$ cat config.mk
export PLATFORM = sky130hd
export DESIGN_NAME = bmp24_grayscale_stream
export DESIGN_NICKNAME = d
export VERILOG_FILES = /design/src/rtl/core/bgs_pkg.sv /design/src/rtl/core/bgs_fifo.sv /design/src/rtl/core/bgs_front.sv /design/src/rtl/core/bgs_back.sv /design/src/rtl/core/bmp24_grayscale_stream.sv
export VERILOG_INCLUDE_DIRS = /design/src /design/src/rtl/core
export SDC_FILE = /design/constraint.sdc
export NUM_CORES = 1
export LEC_CHECK = 0
export BUFFER_PORTS_ARGS = -buffer_cell sky130_fd_sc_hd__buf_2
export CAP_MARGIN = 30
export CORE_ASPECT_RATIO = 2
export CORE_UTILIZATION = 30
export DETAILED_ROUTE_END_ITERATION = 16
export PLACE_DENSITY = 0.55
export SETUP_SLACK_MARGIN = 0.5
export SYNTH_ARGS = -nofsm -noshare
export SYNTH_HDL_FRONTEND = slang
export SYNTH_SLANG_ARGS = --single-unit
$ cat constraint.sdc
create_clock -name clk -period 9.8 [get_ports clk]
set_clock_uncertainty 0.2 [all_clocks]
set_input_delay 0.98 -clock clk [delete_from_list [all_inputs] [get_ports clk]]
set_output_delay 0.98 -clock clk [all_outputs]
set_load 0.01 [all_outputs]
$ cat src/rtl/core/bmp24_grayscale_stream_assert.svh
// Assertion macros for the BMP grayscale stream block.
`ifndef BMP24_GRAYSCALE_STREAM_ASSERT_SVH
`define BMP24_GRAYSCALE_STREAM_ASSERT_SVH
`ifndef NO_ASSERTIONS
`define BGS_ASSERT(name, clk, rst_n, prop, msg) \
	name: assert property (@(posedge clk) disable iff (!rst_n) prop) else $error(msg);
`define BGS_ASSERT_ANY(name, clk, prop, msg) \
	name: assert property (@(posedge clk) prop) else $error(msg);
`else
`define BGS_ASSERT(name, clk, rst_n, prop, msg)
`define BGS_ASSERT_ANY(name, clk, prop, msg)
`endif
`endif

$ cat src/rtl/core/bgs_pkg.sv
// Shared types and constants for the BMP grayscale stream block.
`timescale 1ns / 1ps
package bgs_pkg;

	localparam int unsigned HDR_LEN = 54;
	localparam logic [5:0] HDR_LAST = 6'd53;

	localparam logic [5:0] OFS_SIG0 = 6'd0;
	localparam logic [5:0] OFS_SIG1 = 6'd1;
	localparam logic [5:0] OFS_W0 = 6'd18;
	localparam logic [5:0] OFS_W1 = 6'd19;
	localparam logic [5:0] OFS_W2 = 6'd20;
	localparam logic [5:0] OFS_W3 = 6'd21;
	localparam logic [5:0] OFS_H0 = 6'd22;
	localparam logic [5:0] OFS_H1 = 6'd23;
	localparam logic [5:0] OFS_H2 = 6'd24;
	localparam logic [5:0] OFS_H3 = 6'd25;
	localparam logic [5:0] OFS_BPP0 = 6'd28;
	localparam logic [5:0] OFS_BPP1 = 6'd29;

	localparam logic [7:0] SIG_B = 8'h42;
	localparam logic [7:0] SIG_M = 8'h4D;
	localparam logic [7:0] BPP_24 = 8'd24;

	localparam logic [31:0] MAX_WIDTH = 32'd4096;
	localparam logic [31:0] MAX_HEIGHT = 32'd4096;

	// gray = floor((30r + 59g + 11b) / 100), the divide done as (s * 5243) >> 19
	localparam logic [14:0] W_RED = 15'd30;
	localparam logic [14:0] W_GREEN = 15'd59;
	localparam logic [14:0] W_BLUE = 15'd11;
	localparam logic [27:0] GRAY_RECIP = 28'd5243;
	localparam int unsigned GRAY_SHIFT = 19;

	localparam int unsigned FIFO_DEPTH = 4;
	localparam int unsigned FIFO_AW = 2;

	typedef enum logic [1:0] {
		KIND_HDR = 2'd0,
		KIND_PIX = 2'd1,
		KIND_PAD = 2'd2,
		KIND_ERR = 2'd3
	} kind_t;

	typedef struct packed {
		kind_t kind;
		logic [14:0] sum;
	} cmd_t;

	typedef struct packed {
		logic en;
		logic [5:0] addr;
		logic [7:0] data;
	} hdr_wr_t;

endpackage

$ cat src/rtl/core/bgs_fifo.sv
// Short command queue between the byte parser and the output sequencer.
`timescale 1ns / 1ps
`include "bmp24_grayscale_stream_assert.svh"
module bgs_fifo (
	input  logic          clk,
	input  logic          arst_n,
	input  logic          push,
	input  bgs_pkg::cmd_t push_cmd,
	output logic          full,
	input  logic          pop,
	output logic          empty,
	output bgs_pkg::cmd_t pop_cmd
);

	bgs_pkg::cmd_t mem_q [bgs_pkg::FIFO_DEPTH];
	logic [bgs_pkg::FIFO_AW-1:0] wr_ptr_q;
	logic [bgs_pkg::FIFO_AW-1:0] rd_ptr_q;
	logic [bgs_pkg::FIFO_AW:0] count_q;

	assign full = (count_q == (bgs_pkg::FIFO_AW+1)'(bgs_pkg::FIFO_DEPTH));
	assign empty = (count_q == '0);
	assign pop_cmd = mem_q[rd_ptr_q];

	always_ff @(posedge clk) begin
		if (push) begin
			mem_q[wr_ptr_q] <= push_cmd;
		end
	end

	always_ff @(posedge clk or negedge arst_n) begin
		if (!arst_n) begin
			wr_ptr_q <= '0;
			rd_ptr_q <= '0;
			count_q <= '0;
		end else begin
			if (push) begin
				wr_ptr_q <= wr_ptr_q + 1'b1;
			end
			if (pop) begin
				rd_ptr_q <= rd_ptr_q + 1'b1;
			end
			if (push && !pop) begin
				count_q <= count_q + 1'b1;
			end else if (pop && !push) begin
				count_q <= count_q - 1'b1;
			end
		end
	end

	`BGS_ASSERT(a_no_overflow, clk, arst_n, push |-> !full, "queue push while full")
	`BGS_ASSERT(a_no_underflow, clk, arst_n, pop |-> !empty, "queue pop while empty")
	`BGS_ASSERT_ANY(a_count_bound, clk, count_q <= (bgs_pkg::FIFO_AW+1)'(bgs_pkg::FIFO_DEPTH), "queue count out of range")

endmodule

$ cat src/rtl/core/bgs_front.sv
// Byte parser: header capture and check, pixel assembly, padding and row tracking.
`timescale 1ns / 1ps
`include "bmp24_grayscale_stream_assert.svh"
module bgs_front (
	input  logic              clk,
	input  logic              arst_n,
	input  logic              in_valid,
	output logic              in_ready,
	input  logic [7:0]        in_byte,
	input  logic              in_start,
	input  logic              q_full,
	output logic              push,
	output bgs_pkg::cmd_t     push_cmd,
	output bgs_pkg::hdr_wr_t  hdr_wr,
	input  logic              hdr_done
);

	typedef enum logic [1:0] {
		PH_HEADER,
		PH_PIXEL,
		PH_PAD,
		PH_IDLE
	} phase_t;

	phase_t phase_q, phase_d, ph;
	logic [5:0] count_q, count_d, cnt;
	logic ok_q, ok_d;
	logic [31:0] w_q, w_d;
	logic [31:0] h_q, h_d;
	logic [12:0] width_q, width_d;
	logic [12:0] rows_q, rows_d, rows_new;
	logic [12:0] col_q, col_d, col_next;
	logic [1:0] bip_q, bip_d;
	logic [1:0] pad_q, pad_d, pad_next;
	logic [7:0] blue_q, blue_d;
	logic [7:0] green_q, green_d;
	logic pend_q, pend_d;
	logic acc;
	logic hdr_good;

	assign in_ready = !pend_q && !q_full;
	assign acc = in_valid && in_ready;

	always_comb begin
		phase_d = phase_q;
		count_d = count_q;
		ok_d = ok_q;
		w_d = w_q;
		h_d = h_q;
		width_d = width_q;
		rows_d = rows_q;
		col_d = col_q;
		bip_d = bip_q;
		pad_d = pad_q;
		blue_d = blue_q;
		green_d = green_q;
		pend_d = pend_q && !hdr_done;
		push = 1'b0;
		push_cmd = '{kind: bgs_pkg::KIND_HDR, sum: '0};
		hdr_wr = '0;
		ph = in_start ? PH_HEADER : phase_q;
		cnt = in_start ? 6'd0 : count_q;
		hdr_good = 1'b0;
		rows_new = '0;
		col_next = col_q + 13'd1;
		pad_next = pad_q + 2'd1;
		if (acc) begin
			phase_d = ph;
			unique case (ph)
				PH_HEADER: begin
					hdr_wr.en = 1'b1;
					hdr_wr.addr = cnt;
					hdr_wr.data = in_byte;
					count_d = cnt + 6'd1;
					case (cnt)
						bgs_pkg::OFS_SIG0: ok_d = (in_byte == bgs_pkg::SIG_B);
						bgs_pkg::OFS_SIG1: ok_d = ok_q && (in_byte == bgs_pkg::SIG_M);
						bgs_pkg::OFS_BPP0: ok_d = ok_q && (in_byte == bgs_pkg::BPP_24);
						bgs_pkg::OFS_BPP1: ok_d = ok_q && (in_byte == 8'd0);
						bgs_pkg::OFS_W0: w_d[7:0] = in_byte;
						bgs_pkg::OFS_W1: w_d[15:8] = in_byte;
						bgs_pkg::OFS_W2: w_d[23:16] = in_byte;
						bgs_pkg::OFS_W3: w_d[31:24] = in_byte;
						bgs_pkg::OFS_H0: h_d[7:0] = in_byte;
						bgs_pkg::OFS_H1: h_d[15:8] = in_byte;
						bgs_pkg::OFS_H2: h_d[23:16] = in_byte;
						bgs_pkg::OFS_H3: h_d[31:24] = in_byte;
						default: ;
					endcase
					if (cnt == bgs_pkg::HDR_LAST) begin
						hdr_good = ok_q && !w_q[31] && (w_q <= bgs_pkg::MAX_WIDTH);
						push = 1'b1;
						if (hdr_good) begin
							push_cmd.kind = bgs_pkg::KIND_HDR;
							pend_d = 1'b1;
							if (h_q[31] || (h_q == '0)) begin
								rows_new = '0;
							end else if (h_q > bgs_pkg::MAX_HEIGHT) begin
								rows_new = bgs_pkg::MAX_HEIGHT[12:0];
							end else begin
								rows_new = h_q[12:0];
							end
							width_d = w_q[12:0];
							rows_d = rows_new;
							col_d = '0;
							bip_d = '0;
							pad_d = '0;
							phase_d = ((rows_new == '0) || (w_q[12:0] == '0)) ? PH_IDLE : PH_PIXEL;
						end else begin
							push_cmd.kind = bgs_pkg::KIND_ERR;
							phase_d = PH_IDLE;
						end
					end
				end
				PH_PIXEL: begin
					unique case (bip_q)
						2'd0: begin
							blue_d = in_byte;
							bip_d = 2'd1;
						end
						2'd1: begin
							green_d = in_byte;
							bip_d = 2'd2;
						end
						default: begin
							push = 1'b1;
							push_cmd.kind = bgs_pkg::KIND_PIX;
							push_cmd.sum = bgs_pkg::W_RED * {7'd0, in_byte}
								+ bgs_pkg::W_GREEN * {7'd0, green_q}
								+ bgs_pkg::W_BLUE * {7'd0, blue_q};
							bip_d = 2'd0;
							col_d = col_next;
							if (col_next >= width_q) begin
								if (width_q[1:0] != 2'd0) begin
									phase_d = PH_PAD;
									pad_d = '0;
								end else begin
									col_d = '0;
									pad_d = '0;
									rows_d = rows_q - 13'd1;
									phase_d = (rows_q == 13'd1) ? PH_IDLE : PH_PIXEL;
								end
							end
						end
					endcase
				end
				PH_PAD: begin
					push = 1'b1;
					push_cmd.kind = bgs_pkg::KIND_PAD;
					pad_d = pad_next;
					if (pad_next >= width_q[1:0]) begin
						col_d = '0;
						pad_d = '0;
						rows_d = rows_q - 13'd1;
						phase_d = (rows_q == 13'd1) ? PH_IDLE : PH_PIXEL;
					end
				end
				PH_IDLE: ;
			endcase
		end
	end

	always_ff @(posedge clk or negedge arst_n) begin
		if (!arst_n) begin
			phase_q <= PH_HEADER;
			count_q <= '0;
			ok_q <= 1'b0;
			width_q <= '0;
			rows_q <= '0;
			col_q <= '0;
			bip_q <= '0;
			pad_q <= '0;
			pend_q <= 1'b0;
		end else begin
			phase_q <= phase_d;
			count_q <= count_d;
			ok_q <= ok_d;
			width_q <= width_d;
			rows_q <= rows_d;
			col_q <= col_d;
			bip_q <= bip_d;
			pad_q <= pad_d;
			pend_q <= pend_d;
		end
	end

	always_ff @(posedge clk) begin
		w_q <= w_d;
		h_q <= h_d;
		blue_q <= blue_d;
		green_q <= green_d;
	end

	`BGS_ASSERT(a_done_when_pending, clk, arst_n, hdr_done |-> pend_q, "burst end without pending header")
	`BGS_ASSERT(a_no_write_in_burst, clk, arst_n, hdr_wr.en |-> !pend_q, "header store written during burst")

endmodule

$ cat src/rtl/core/bgs_back.sv
// Output sequencer: header burst from the header store, gray triples, padding and error words.
`timescale 1ns / 1ps
`include "bmp24_grayscale_stream_assert.svh"
module bgs_back (
	input  logic             clk,
	input  logic             arst_n,
	input  bgs_pkg::hdr_wr_t hdr_wr,
	input  logic             q_empty,
	input  bgs_pkg::cmd_t    q_cmd,
	output logic             pop,
	output logic             hdr_done,
	output logic             out_valid,
	input  logic             out_ready,
	output logic [7:0]       out_byte,
	output bgs_pkg::kind_t   out_kind,
	output logic             out_last
);

	logic [7:0] hdr_mem [bgs_pkg::HDR_LEN];
	logic [7:0] mem_rd_q;
	logic [5:0] rd_addr;

	logic valid_q;
	bgs_pkg::kind_t kind_q;
	logic [7:0] byte_q;
	logic [1:0] rep_q;
	logic burst_q;
	logic [5:0] idx_q;

	logic fire, last_now, advance, load;
	logic [27:0] prod;

	assign last_now = burst_q ? (idx_q == bgs_pkg::HDR_LAST) : (rep_q == 2'd0);
	assign fire = valid_q && out_ready;
	assign advance = fire && !last_now;
	assign load = !advance && (!valid_q || out_ready) && !q_empty;
	assign pop = load;
	assign hdr_done = fire && burst_q && last_now;
	assign prod = 28'(q_cmd.sum) * bgs_pkg::GRAY_RECIP;

	always_comb begin
		if (advance && burst_q) begin
			rd_addr = idx_q + 6'd1;
		end else if (load) begin
			rd_addr = '0;
		end else begin
			rd_addr = idx_q;
		end
	end

	always_ff @(posedge clk) begin
		if (hdr_wr.en) begin
			hdr_mem[hdr_wr.addr] <= hdr_wr.data;
		end
		mem_rd_q <= hdr_mem[rd_addr];
	end

	always_ff @(posedge clk or negedge arst_n) begin
		if (!arst_n) begin
			valid_q <= 1'b0;
			kind_q <= bgs_pkg::KIND_HDR;
			rep_q <= '0;
			burst_q <= 1'b0;
			idx_q <= '0;
		end else if (advance) begin
			if (burst_q) begin
				idx_q <= idx_q + 6'd1;
			end else begin
				rep_q <= rep_q - 2'd1;
			end
		end else if (load) begin
			valid_q <= 1'b1;
			kind_q <= q_cmd.kind;
			rep_q <= (q_cmd.kind == bgs_pkg::KIND_PIX) ? 2'd2 : 2'd0;
			burst_q <= (q_cmd.kind == bgs_pkg::KIND_HDR);
			idx_q <= '0;
		end else if (fire) begin
			valid_q <= 1'b0;
			burst_q <= 1'b0;
		end
	end

	always_ff @(posedge clk) begin
		if (load) begin
			byte_q <= (q_cmd.kind == bgs_pkg::KIND_PIX) ? prod[bgs_pkg::GRAY_SHIFT +: 8] : 8'd0;
		end
	end

	assign out_valid = valid_q;
	assign out_byte = burst_q ? mem_rd_q : byte_q;
	assign out_kind = kind_q;
	assign out_last = last_now;

	`BGS_ASSERT(a_burst_is_header, clk, arst_n, burst_q |-> (valid_q && (kind_q == bgs_pkg::KIND_HDR)), "burst without header word")

endmodule

$ cat src/rtl/core/bmp24_grayscale_stream.sv
// Top level of the 24-bit BMP to grayscale stream converter.
`timescale 1ns / 1ps
// Takes a 24-bit BMP file one byte per word (tuser marks the first byte of a file) and gives the
// converted file one byte per word, with tuser telling header byte, gray byte, padding zero or
// format error, and tlast marking the final word caused by one input byte. Header bytes 0..52
// are taken one per cycle while the command queue has room and give nothing; the 54th byte of a
// valid header starts a 54-word header burst read from the header store (a bad header gives one
// error word instead), and input is held off until the last burst word is taken. After the header
// one input byte is taken per cycle while the 4-entry command queue has room; each red byte
// produces three output words, so with an always-ready sink the output side sets the sustained rate.
module bmp24_grayscale_stream (
	input  logic       clk,
	input  logic       arst_n,
	input  logic       s_tvalid,
	output logic       s_tready,
	input  logic [7:0] s_tdata,   // [7:0] data_byte
	input  logic       s_tuser,   // [0] file_start
	output logic       m_tvalid,
	input  logic       m_tready,
	output logic [7:0] m_tdata,   // [7:0] out_byte
	output logic [1:0] m_tuser,   // [1:0] kind
	output logic       m_tlast
);

	bgs_pkg::cmd_t push_cmd, pop_cmd;
	bgs_pkg::hdr_wr_t hdr_wr;
	bgs_pkg::kind_t out_kind;
	logic push, pop, q_full, q_empty, hdr_done;

	bgs_front u_front (
		.clk      (clk),
		.arst_n   (arst_n),
		.in_valid (s_tvalid),
		.in_ready (s_tready),
		.in_byte  (s_tdata),
		.in_start (s_tuser),
		.q_full   (q_full),
		.push     (push),
		.push_cmd (push_cmd),
		.hdr_wr   (hdr_wr),
		.hdr_done (hdr_done)
	);

	bgs_fifo u_fifo (
		.clk      (clk),
		.arst_n   (arst_n),
		.push     (push),
		.push_cmd (push_cmd),
		.full     (q_full),
		.pop      (pop),
		.empty    (q_empty),
		.pop_cmd  (pop_cmd)
	);

	bgs_back u_back (
		.clk       (clk),
		.arst_n    (arst_n),
		.hdr_wr    (hdr_wr),
		.q_empty   (q_empty),
		.q_cmd     (pop_cmd),
		.pop       (pop),
		.hdr_done  (hdr_done),
		.out_valid (m_tvalid),
		.out_ready (m_tready),
		.out_byte  (m_tdata),
		.out_kind  (out_kind),
		.out_last  (m_tlast)
	);

	assign m_tuser = out_kind;

endmodule

==> Yosys cells after proc, flatten, opt, wreduce, memory -nomap -nowiden <==
Memories as Yosys holds them, arrays and structs flattened. A register that Yosys moved wholly into a read port is not among the register bits.
Index checks and enable logic that the tools add are counted.
{ "word_totals": {"register_bits": 160, "latchBits": 0, "mem_bits_rw": 500, "romBits": 0, "in_bits": 13, "out_inout_bits": 13, "elab_cells": 224, "n_memories": 2} }
{ "mem_list": {"columns": ["name", "depth", "word_bits", "read_ports", "rd_ports_with_merged_regs", "write_ports", "line", "text"], "rows": [
  ["u_back.hdr_mem", 54, 8, 1, 1, 1, "bgs_back.sv:19", "logic [7:0] hdr_mem [bgs_pkg::HDR_LEN];"],
  ["u_fifo.mem_q", 4, 17, 1, 0, 1, "bgs_fifo.sv:15", "bgs_pkg::cmd_t mem_q [bgs_pkg::FIFO_DEPTH];"]
]} }
{ "classes": {"n_addsub": 12, "n_mul": 4, "div_mod_pow": 0, "magnitude_cmp": 4, "eq_ne": 30, "shift": 0, "muxes": 75, "n_bitwise": 1, "n_reduce_logical": 68} }
{ "ops": {"columns": ["operator", "count"], "rows": [
  ["$mux W13", 18],
  ["$pmux W13 S3", 2],
  ["$eq A6 B5 Y1 const B", 10],
  ["$mux W15", 3],
  ["$mux W2", 20],
  ["$reduce_and A3 Y1", 11],
  ["$gt A32 B13 Y1 const B", 1],
  ["$le A32 B13 Y1 const B", 1],
  ["$logic_not A32 Y1", 1],
  ["$mux W6", 5],
  ["$mul A15 B13 Y27 const B", 1],
  ["$logic_not A13 Y1", 2],
  ["$mul A4 B8 Y12 const A", 2],
  ["$pmux W2 S3", 3],
  ["$logic_and A1 B1 Y1", 17],
  ["$mux W17", 1],
  ["$eq A8 B7 Y1 const B", 2],
  ["$mux W16", 1],
  ["$add A13 B14 Y15", 1],
  ["$add A15 B12 Y15", 1],
  ["$mux W1", 15],
  ["$mul A6 B8 Y14 const A", 1],
  ["$add A13 B1 Y13 const B", 1],
  ["$eq A13 B1 Y1 const B", 1],
  ["36 further kinds", 73]
]} }

==> Logic depth before layout (Yosys ltp) <==
{ "depth": {"depth_word": 13, "depth_mapped": 24, "ltp_nobuf": 23} }

==> Cells and area by module <==
Synthesis repeated with hierarchy kept, for this count alone.
{ "hier_totals": {"hier_cells": 2781, "hier_area_um2": 34431.8} }
{ "by_module_without_submodules": {"columns": ["mod", "n_inst", "cells_each", "area_per_inst_um2", "seq_area_each_um2"], "rows": [
  ["bgs_back", 1, 1780, 22117.5, 13673.1],
  ["bgs_front", 1, 878, 9424.0, 3728.6],
  ["bgs_fifo", 1, 123, 2890.3, 2217.1]
]} }

==> Worst setup path after synthesis <==
Ideal clock, no wire load.
{ "synth_timing": {"kind": "register -> register", "startpoint": "register u_fifo.rd_ptr_q[0] in the netlist's numbering", "endpoint": "register u_back.byte_q[7] (data pin)", "setup_time_ns": 0.265, "arrival_ns": 6.666, "required_ns": 9.335, "path_slack_ns": 2.669, "stages_incl_launch_ff": 23, "path_buffers": 2, "path_cell_list": "dfrtp_1 -> clkbuf_1 -> buf_1 -> mux4_2 -> ha_1 -> inv_1 -> fa_1 -> inv_1 -> fa_1 -> inv_1 -> fa_1 -> fa_1 -> inv_1 -> ha_1 -> a21o_1 -> a221o_1 -> a221oi_1 -> o211ai_1 -> o41a_1 -> a31oi_1 -> o21bai_1 -> xnor2_1 -> nor2_1"} }
{ "synth_via": {"elab_chain_cells": 2, "elab_cells_between_ends": 3} }
{ "synth_rtl": {"columns": ["item", "line", "text"], "rows": [
  ["from (decl)", "bgs_fifo.sv:17", "logic [bgs_pkg::FIFO_AW-1:0] rd_ptr_q;"],
  ["from (signal assigned)", "bgs_fifo.sv:40", "rd_ptr_q <= rd_ptr_q + 1'b1;"],
  ["$mem_v2 Z4 W17 (*)", null, null],
  ["$mul A15 B13 Y27 / $eq A2 B1 Y1 (equally long branches)", "bgs_back.sv:39, bgs_back.sv:85", null],
  ["to (signal assigned)", "bgs_back.sv:85", "byte_q <= (q_cmd.kind == bgs_pkg::KIND_PIX) ? prod[bgs_pkg::GRAY_SHIFT +: 8] : 8'd0;"],
  ["to (decl)", "bgs_back.sv:25", "logic [7:0] byte_q;"]
]} }
Mark *: on every way between the ends. The rest lies on a longest branch, timed or not.
A chain may end at the register's enable or synchronous reset.

==> Worst setup path in the final report <==
Ends and elaborated chain as after synthesis.

==> flow_metrics.env <==
export IMPL_insertion_delay_ps=660
export IMPL_crit_chain="buf_4 -> mux4_2 -> ha_1 -> inv_1 -> fa_1 -> inv_1 -> fa_1 -> inv_1 -> fa_1 -> fa_1 -> inv_1 -> ha_1 -> a21o_1 -> a221o_1 -> a221oi_1 -> o211ai_1 -> o41a_1 -> a31oi_1 -> o21bai_1 -> xnor2_1 -> nor2_1"
export IMPL_maxCapViolations=0
export IMPL_cts_buffers=57
export IMPL_switching_share=0.245
export IMPL_ir_worst_vdd_mv=0.164
export IMPL_setup_ws_ps=2740
export IMPL_ios=26
export IMPL_hold_buffers=0
export IMPL_syn_num_nets=2843
export IMPL_post_cts_resized=0
export IMPL_areaGrowthSynthToFinish_pct=11.3
export IMPL_grt_overflow=0
export IMPL_critPathKind="reg -> reg"
export IMPL_num_vias=19099
export IMPL_end_kind="register"
export IMPL_wl_per_cell_um=20.0
export IMPL_via_per_inst=4.69
export IMPL_gp_routability_congestion=0.828
export IMPL_nFillCells=11180
export IMPL_cpLargestDelayFamily="adder cells"
export IMPL_die_w_um=241
export IMPL_cts_tree="yes"
export IMPL_dieArea_um2=115000
export IMPL_ys_warnings_count=0
export IMPL_whs_ps=45.2
export IMPL_finalCriticalPeriod_ps=7060
export IMPL_startpoint_type="register"
export IMPL_antenna_found_initial=2
export IMPL_slew_headroom=0.347
export IMPL_grt_pass1_vias=20628
export IMPL_setup_viol=0
export IMPL_portBuffers=25
export IMPL_ys_seq_area_frac=0.573
export IMPL_reg2reg_slack_ps=2740
export IMPL_status="finished, final reports clean"
export IMPL_crit_slowest_cell="mux4_2"
export IMPL_cts_sinks=668
export IMPL_nets=2873
export IMPL_syn_area_um2=34200
export IMPL_r2r_start="u_fifo.rd_ptr_q[0]"
export IMPL_p_leak_nw=15.1
export IMPL_top_layer="met5"
export IMPL_arrival_ps=7250
export IMPL_cp_max_fo=12
export IMPL_htree_levels=2
export IMPL_hp_class="in -> async"
export IMPL_pwr_share_comb=0.116
export IMPL_postPlaceCellArea_um2=36100
export IMPL_drive_above_1_share=0.104
export IMPL_p_int_mw=4.64
export IMPL_rsz0062_at_grt="no"
export IMPL_avgSynthCellArea_um2=13.7
export IMPL_worstMarginPinSlew_ps=975
export IMPL_root_buffer="clkbuf_16"
export IMPL_synth_seq_cells=668
export IMPL_ant_nets=0
export IMPL_grt_pass1_wl_um=124000
export IMPL_hold_violations=0
export IMPL_m1WireLength_um=29900
export IMPL_place_ws_ps=2610
export IMPL_power_switching_mw=1.50
export IMPL_grt_max_degree=164
export IMPL_clockBufferDepth=3
export IMPL_worstRegToRegCells=21
export IMPL_drt_iter0_markers=1173
export IMPL_slew_viol_final=0
export IMPL_power_density_nw_per_um2=161
export IMPL_max_stage_delay_ps=660
export IMPL_min_period_over_period=0.721
export IMPL_r2r_end="u_back.byte_q[7]"
export IMPL_ys_types=72
export IMPL_drtPass1Iterations=5
export IMPL_finalWirelength_um=81500
export IMPL_dr_wl_met3_um=1970
export IMPL_async_flop_share=0.108
export IMPL_synth_flop_cell="edfxtp_1"
export IMPL_met2_length_um=46000
export IMPL_final_area_um2=38100
export IMPL_seqPwrFrac=0.506
export IMPL_track_usage=0.143
export IMPL_fin_tns_setup_ps=0
export IMPL_cts_setup_buffers=0
export IMPL_core_um2=113000
export IMPL_die_height_um=480
export IMPL_drc=0
export IMPL_cts_clk_slew_worst_paths_ps=70
export IMPL_netlist_instances=2496
export IMPL_initial_utilization=0.303
export IMPL_worstPathRequired_ps=9990
export IMPL_fmax_mhz=142
export IMPL_pwr_share_clk=0.379
export IMPL_synth_enable_flop_cells=588
export IMPL_cp_buffers_inverters=5
export IMPL_hpwlAfterDp_um=57800
export IMPL_rows=174
## worst register-to-register path, delay by kind of cell (launching register included)
kind | cells | cell delay, ps
adder cells (fa/ha/maj) | 6 | 2640
AND/OR/NAND/NOR | 1 | 50
flip-flops | 1 | 610
XOR/XNOR | 1 | 150
AO/OA/AOI/OAI | 7 | 1960
multiplexers | 1 | 660
buffers and inverters | 5 | 550
## sequential cells by signal (all words and copies together), names as in the netlist, 13 cells and up
name / cells
u_back.hdr_mem: 432
u_fifo.mem_q: 68
u_front.col_q: 13
u_front.h_q: 32
u_front.rows_q: 13
u_front.w_q: 32
u_front.width_q: 13
## cells by family (layout without fill, tap and decap cells)
logic type	Yosys count	count (layout)	share of synthesized area
DFF	668	668	0.573
and+or+nand+nor	467	467	0.0628
buffers and inverters	362	441	0.0426
adders and majority gates	334	334	0.151
AOI/OAI and AO/OA	332	332	0.0650
muxes	283	283	0.0921
xor gates and xnor gates	50	50	0.0128
other	0	2	0
## per-stage QoR
| stage | utilization | std cells | power (mW) |
|---|---|---|---|
| floorplan | - | 2496 | 3.71 |
| global placement | 0.320 | 3961 | 3.89 |
| detailed placement | 0.320 | 3963 | 3.90 |
| CTS | 0.338 | 4071 | 6.22 |
| global route | 0.338 | 4072 | 6.40 |
| finish | 0.338 | 4073 | 6.15 |
## layer usage
metal / up-vias / GRT usage
li1: 9074 / -
met4: 2 / 0.0662
met2: 273 / 0.281
met5: - / 0
met1: 9605 / 0.149
met3: 145 / 0.0135
## synth_stat cells, types with 21 or more instances
| master | n | area share |
|---|---|---|
| a21oi_1 | 53 | 0.0078 |
| a32oi_1 | 27 | 0.0069 |
| clkbuf_1 | 48 | 0.0053 |
| dfrtp_1 | 72 | 0.053 |
| edfxtp_1 | 588 | 0.52 |
| fa_1 | 133 | 0.078 |
| ha_1 | 201 | 0.074 |
| inv_1 | 274 | 0.030 |
| mux2_2 | 83 | 0.027 |
| mux2i_1 | 182 | 0.053 |
| nand2_1 | 166 | 0.018 |
| nand3_1 | 36 | 0.0053 |
| nor2_1 | 127 | 0.014 |
| nor4_1 | 21 | 0.0038 |
| o21ai_0 | 70 | 0.010 |
| o21ai_1 | 31 | 0.0045 |
| o221ai_1 | 22 | 0.0056 |
| xnor2_1 | 33 | 0.0084 |
## worst max-delay path by stage
stage	slack, ps	end	startpoint	cells past startpoint
2_1_floorplan	2670	u_back.byte_q[7]	u_fifo.rd_ptr_q[0]	22
3_5_place_dp	2610	u_fifo.mem_q[1][14]	s_tdata[1]	24
5_1_grt	2340	u_back.byte_q[7]	u_fifo.rd_ptr_q[0]	21
4_1_cts	2690	u_back.byte_q[7]	u_fifo.rd_ptr_q[0]	21
6_report	2740	u_back.byte_q[7]	u_fifo.rd_ptr_q[0]	21
3_3_place_gp	2670	u_fifo.mem_q[0][14]	s_tdata[1]	24
## power groups by stage
stage | logic [mW] | registers [mW] | clock network, mW
floorplan | 0.537 | 3.17 | 0
global placement | 0.722 | 3.17 | 0
detailed placement | 0.729 | 3.17 | 0
CTS | 0.730 | 3.11 | 2.38
global route | 0.816 | 3.11 | 2.48
finish | 0.711 | 3.11 | 2.33
## cell usage in the layout (no fill, tap or decap), drive strengths merged, types with 11 or more instances in the layout
cell	synthesis	final
nor2	127	127
and2	19	19
mux4	17	17
nor4	21	21
nor2b	17	17
a21o	17	17
nand3	36	36
nand2	166	166
nand4	11	11
a32oi	28	28
xnor2	33	33
clkinv	0	21
xor2	17	17
a211oi	13	13
ha	201	201
edfxtp	588	588
nand2b	14	14
mux2i	182	182
o211ai	16	16
dfrtp	72	72
o221ai	22	22
o21ai	102	102
mux2	84	84
a22oi	19	19
clkbuf	48	73
inv	276	279
nor3	19	19
a21oi	53	53
buf	38	57
fa	133	133
## final cells by class
| type | instances | area, um2 | area share |
|---|---|---|---|
| Antenna cell | 2 | 5.00 | 0.000131 |
| Tap cell | 1496 | 1870 | 0.0492 |
| Clock inverter | 35 | 402 | 0.0105 |
| Inverter | 276 | 1040 | 0.0272 |
| Timing Repair Buffer | 57 | 390 | 0.0103 |
| Sequential cell | 668 | 19600 | 0.515 |
| Multi-Input combinational cell | 1466 | 13200 | 0.347 |
| Clock buffer | 73 | 1530 | 0.0401 |
No activity file was read; power rests on OpenSTA's default activity.
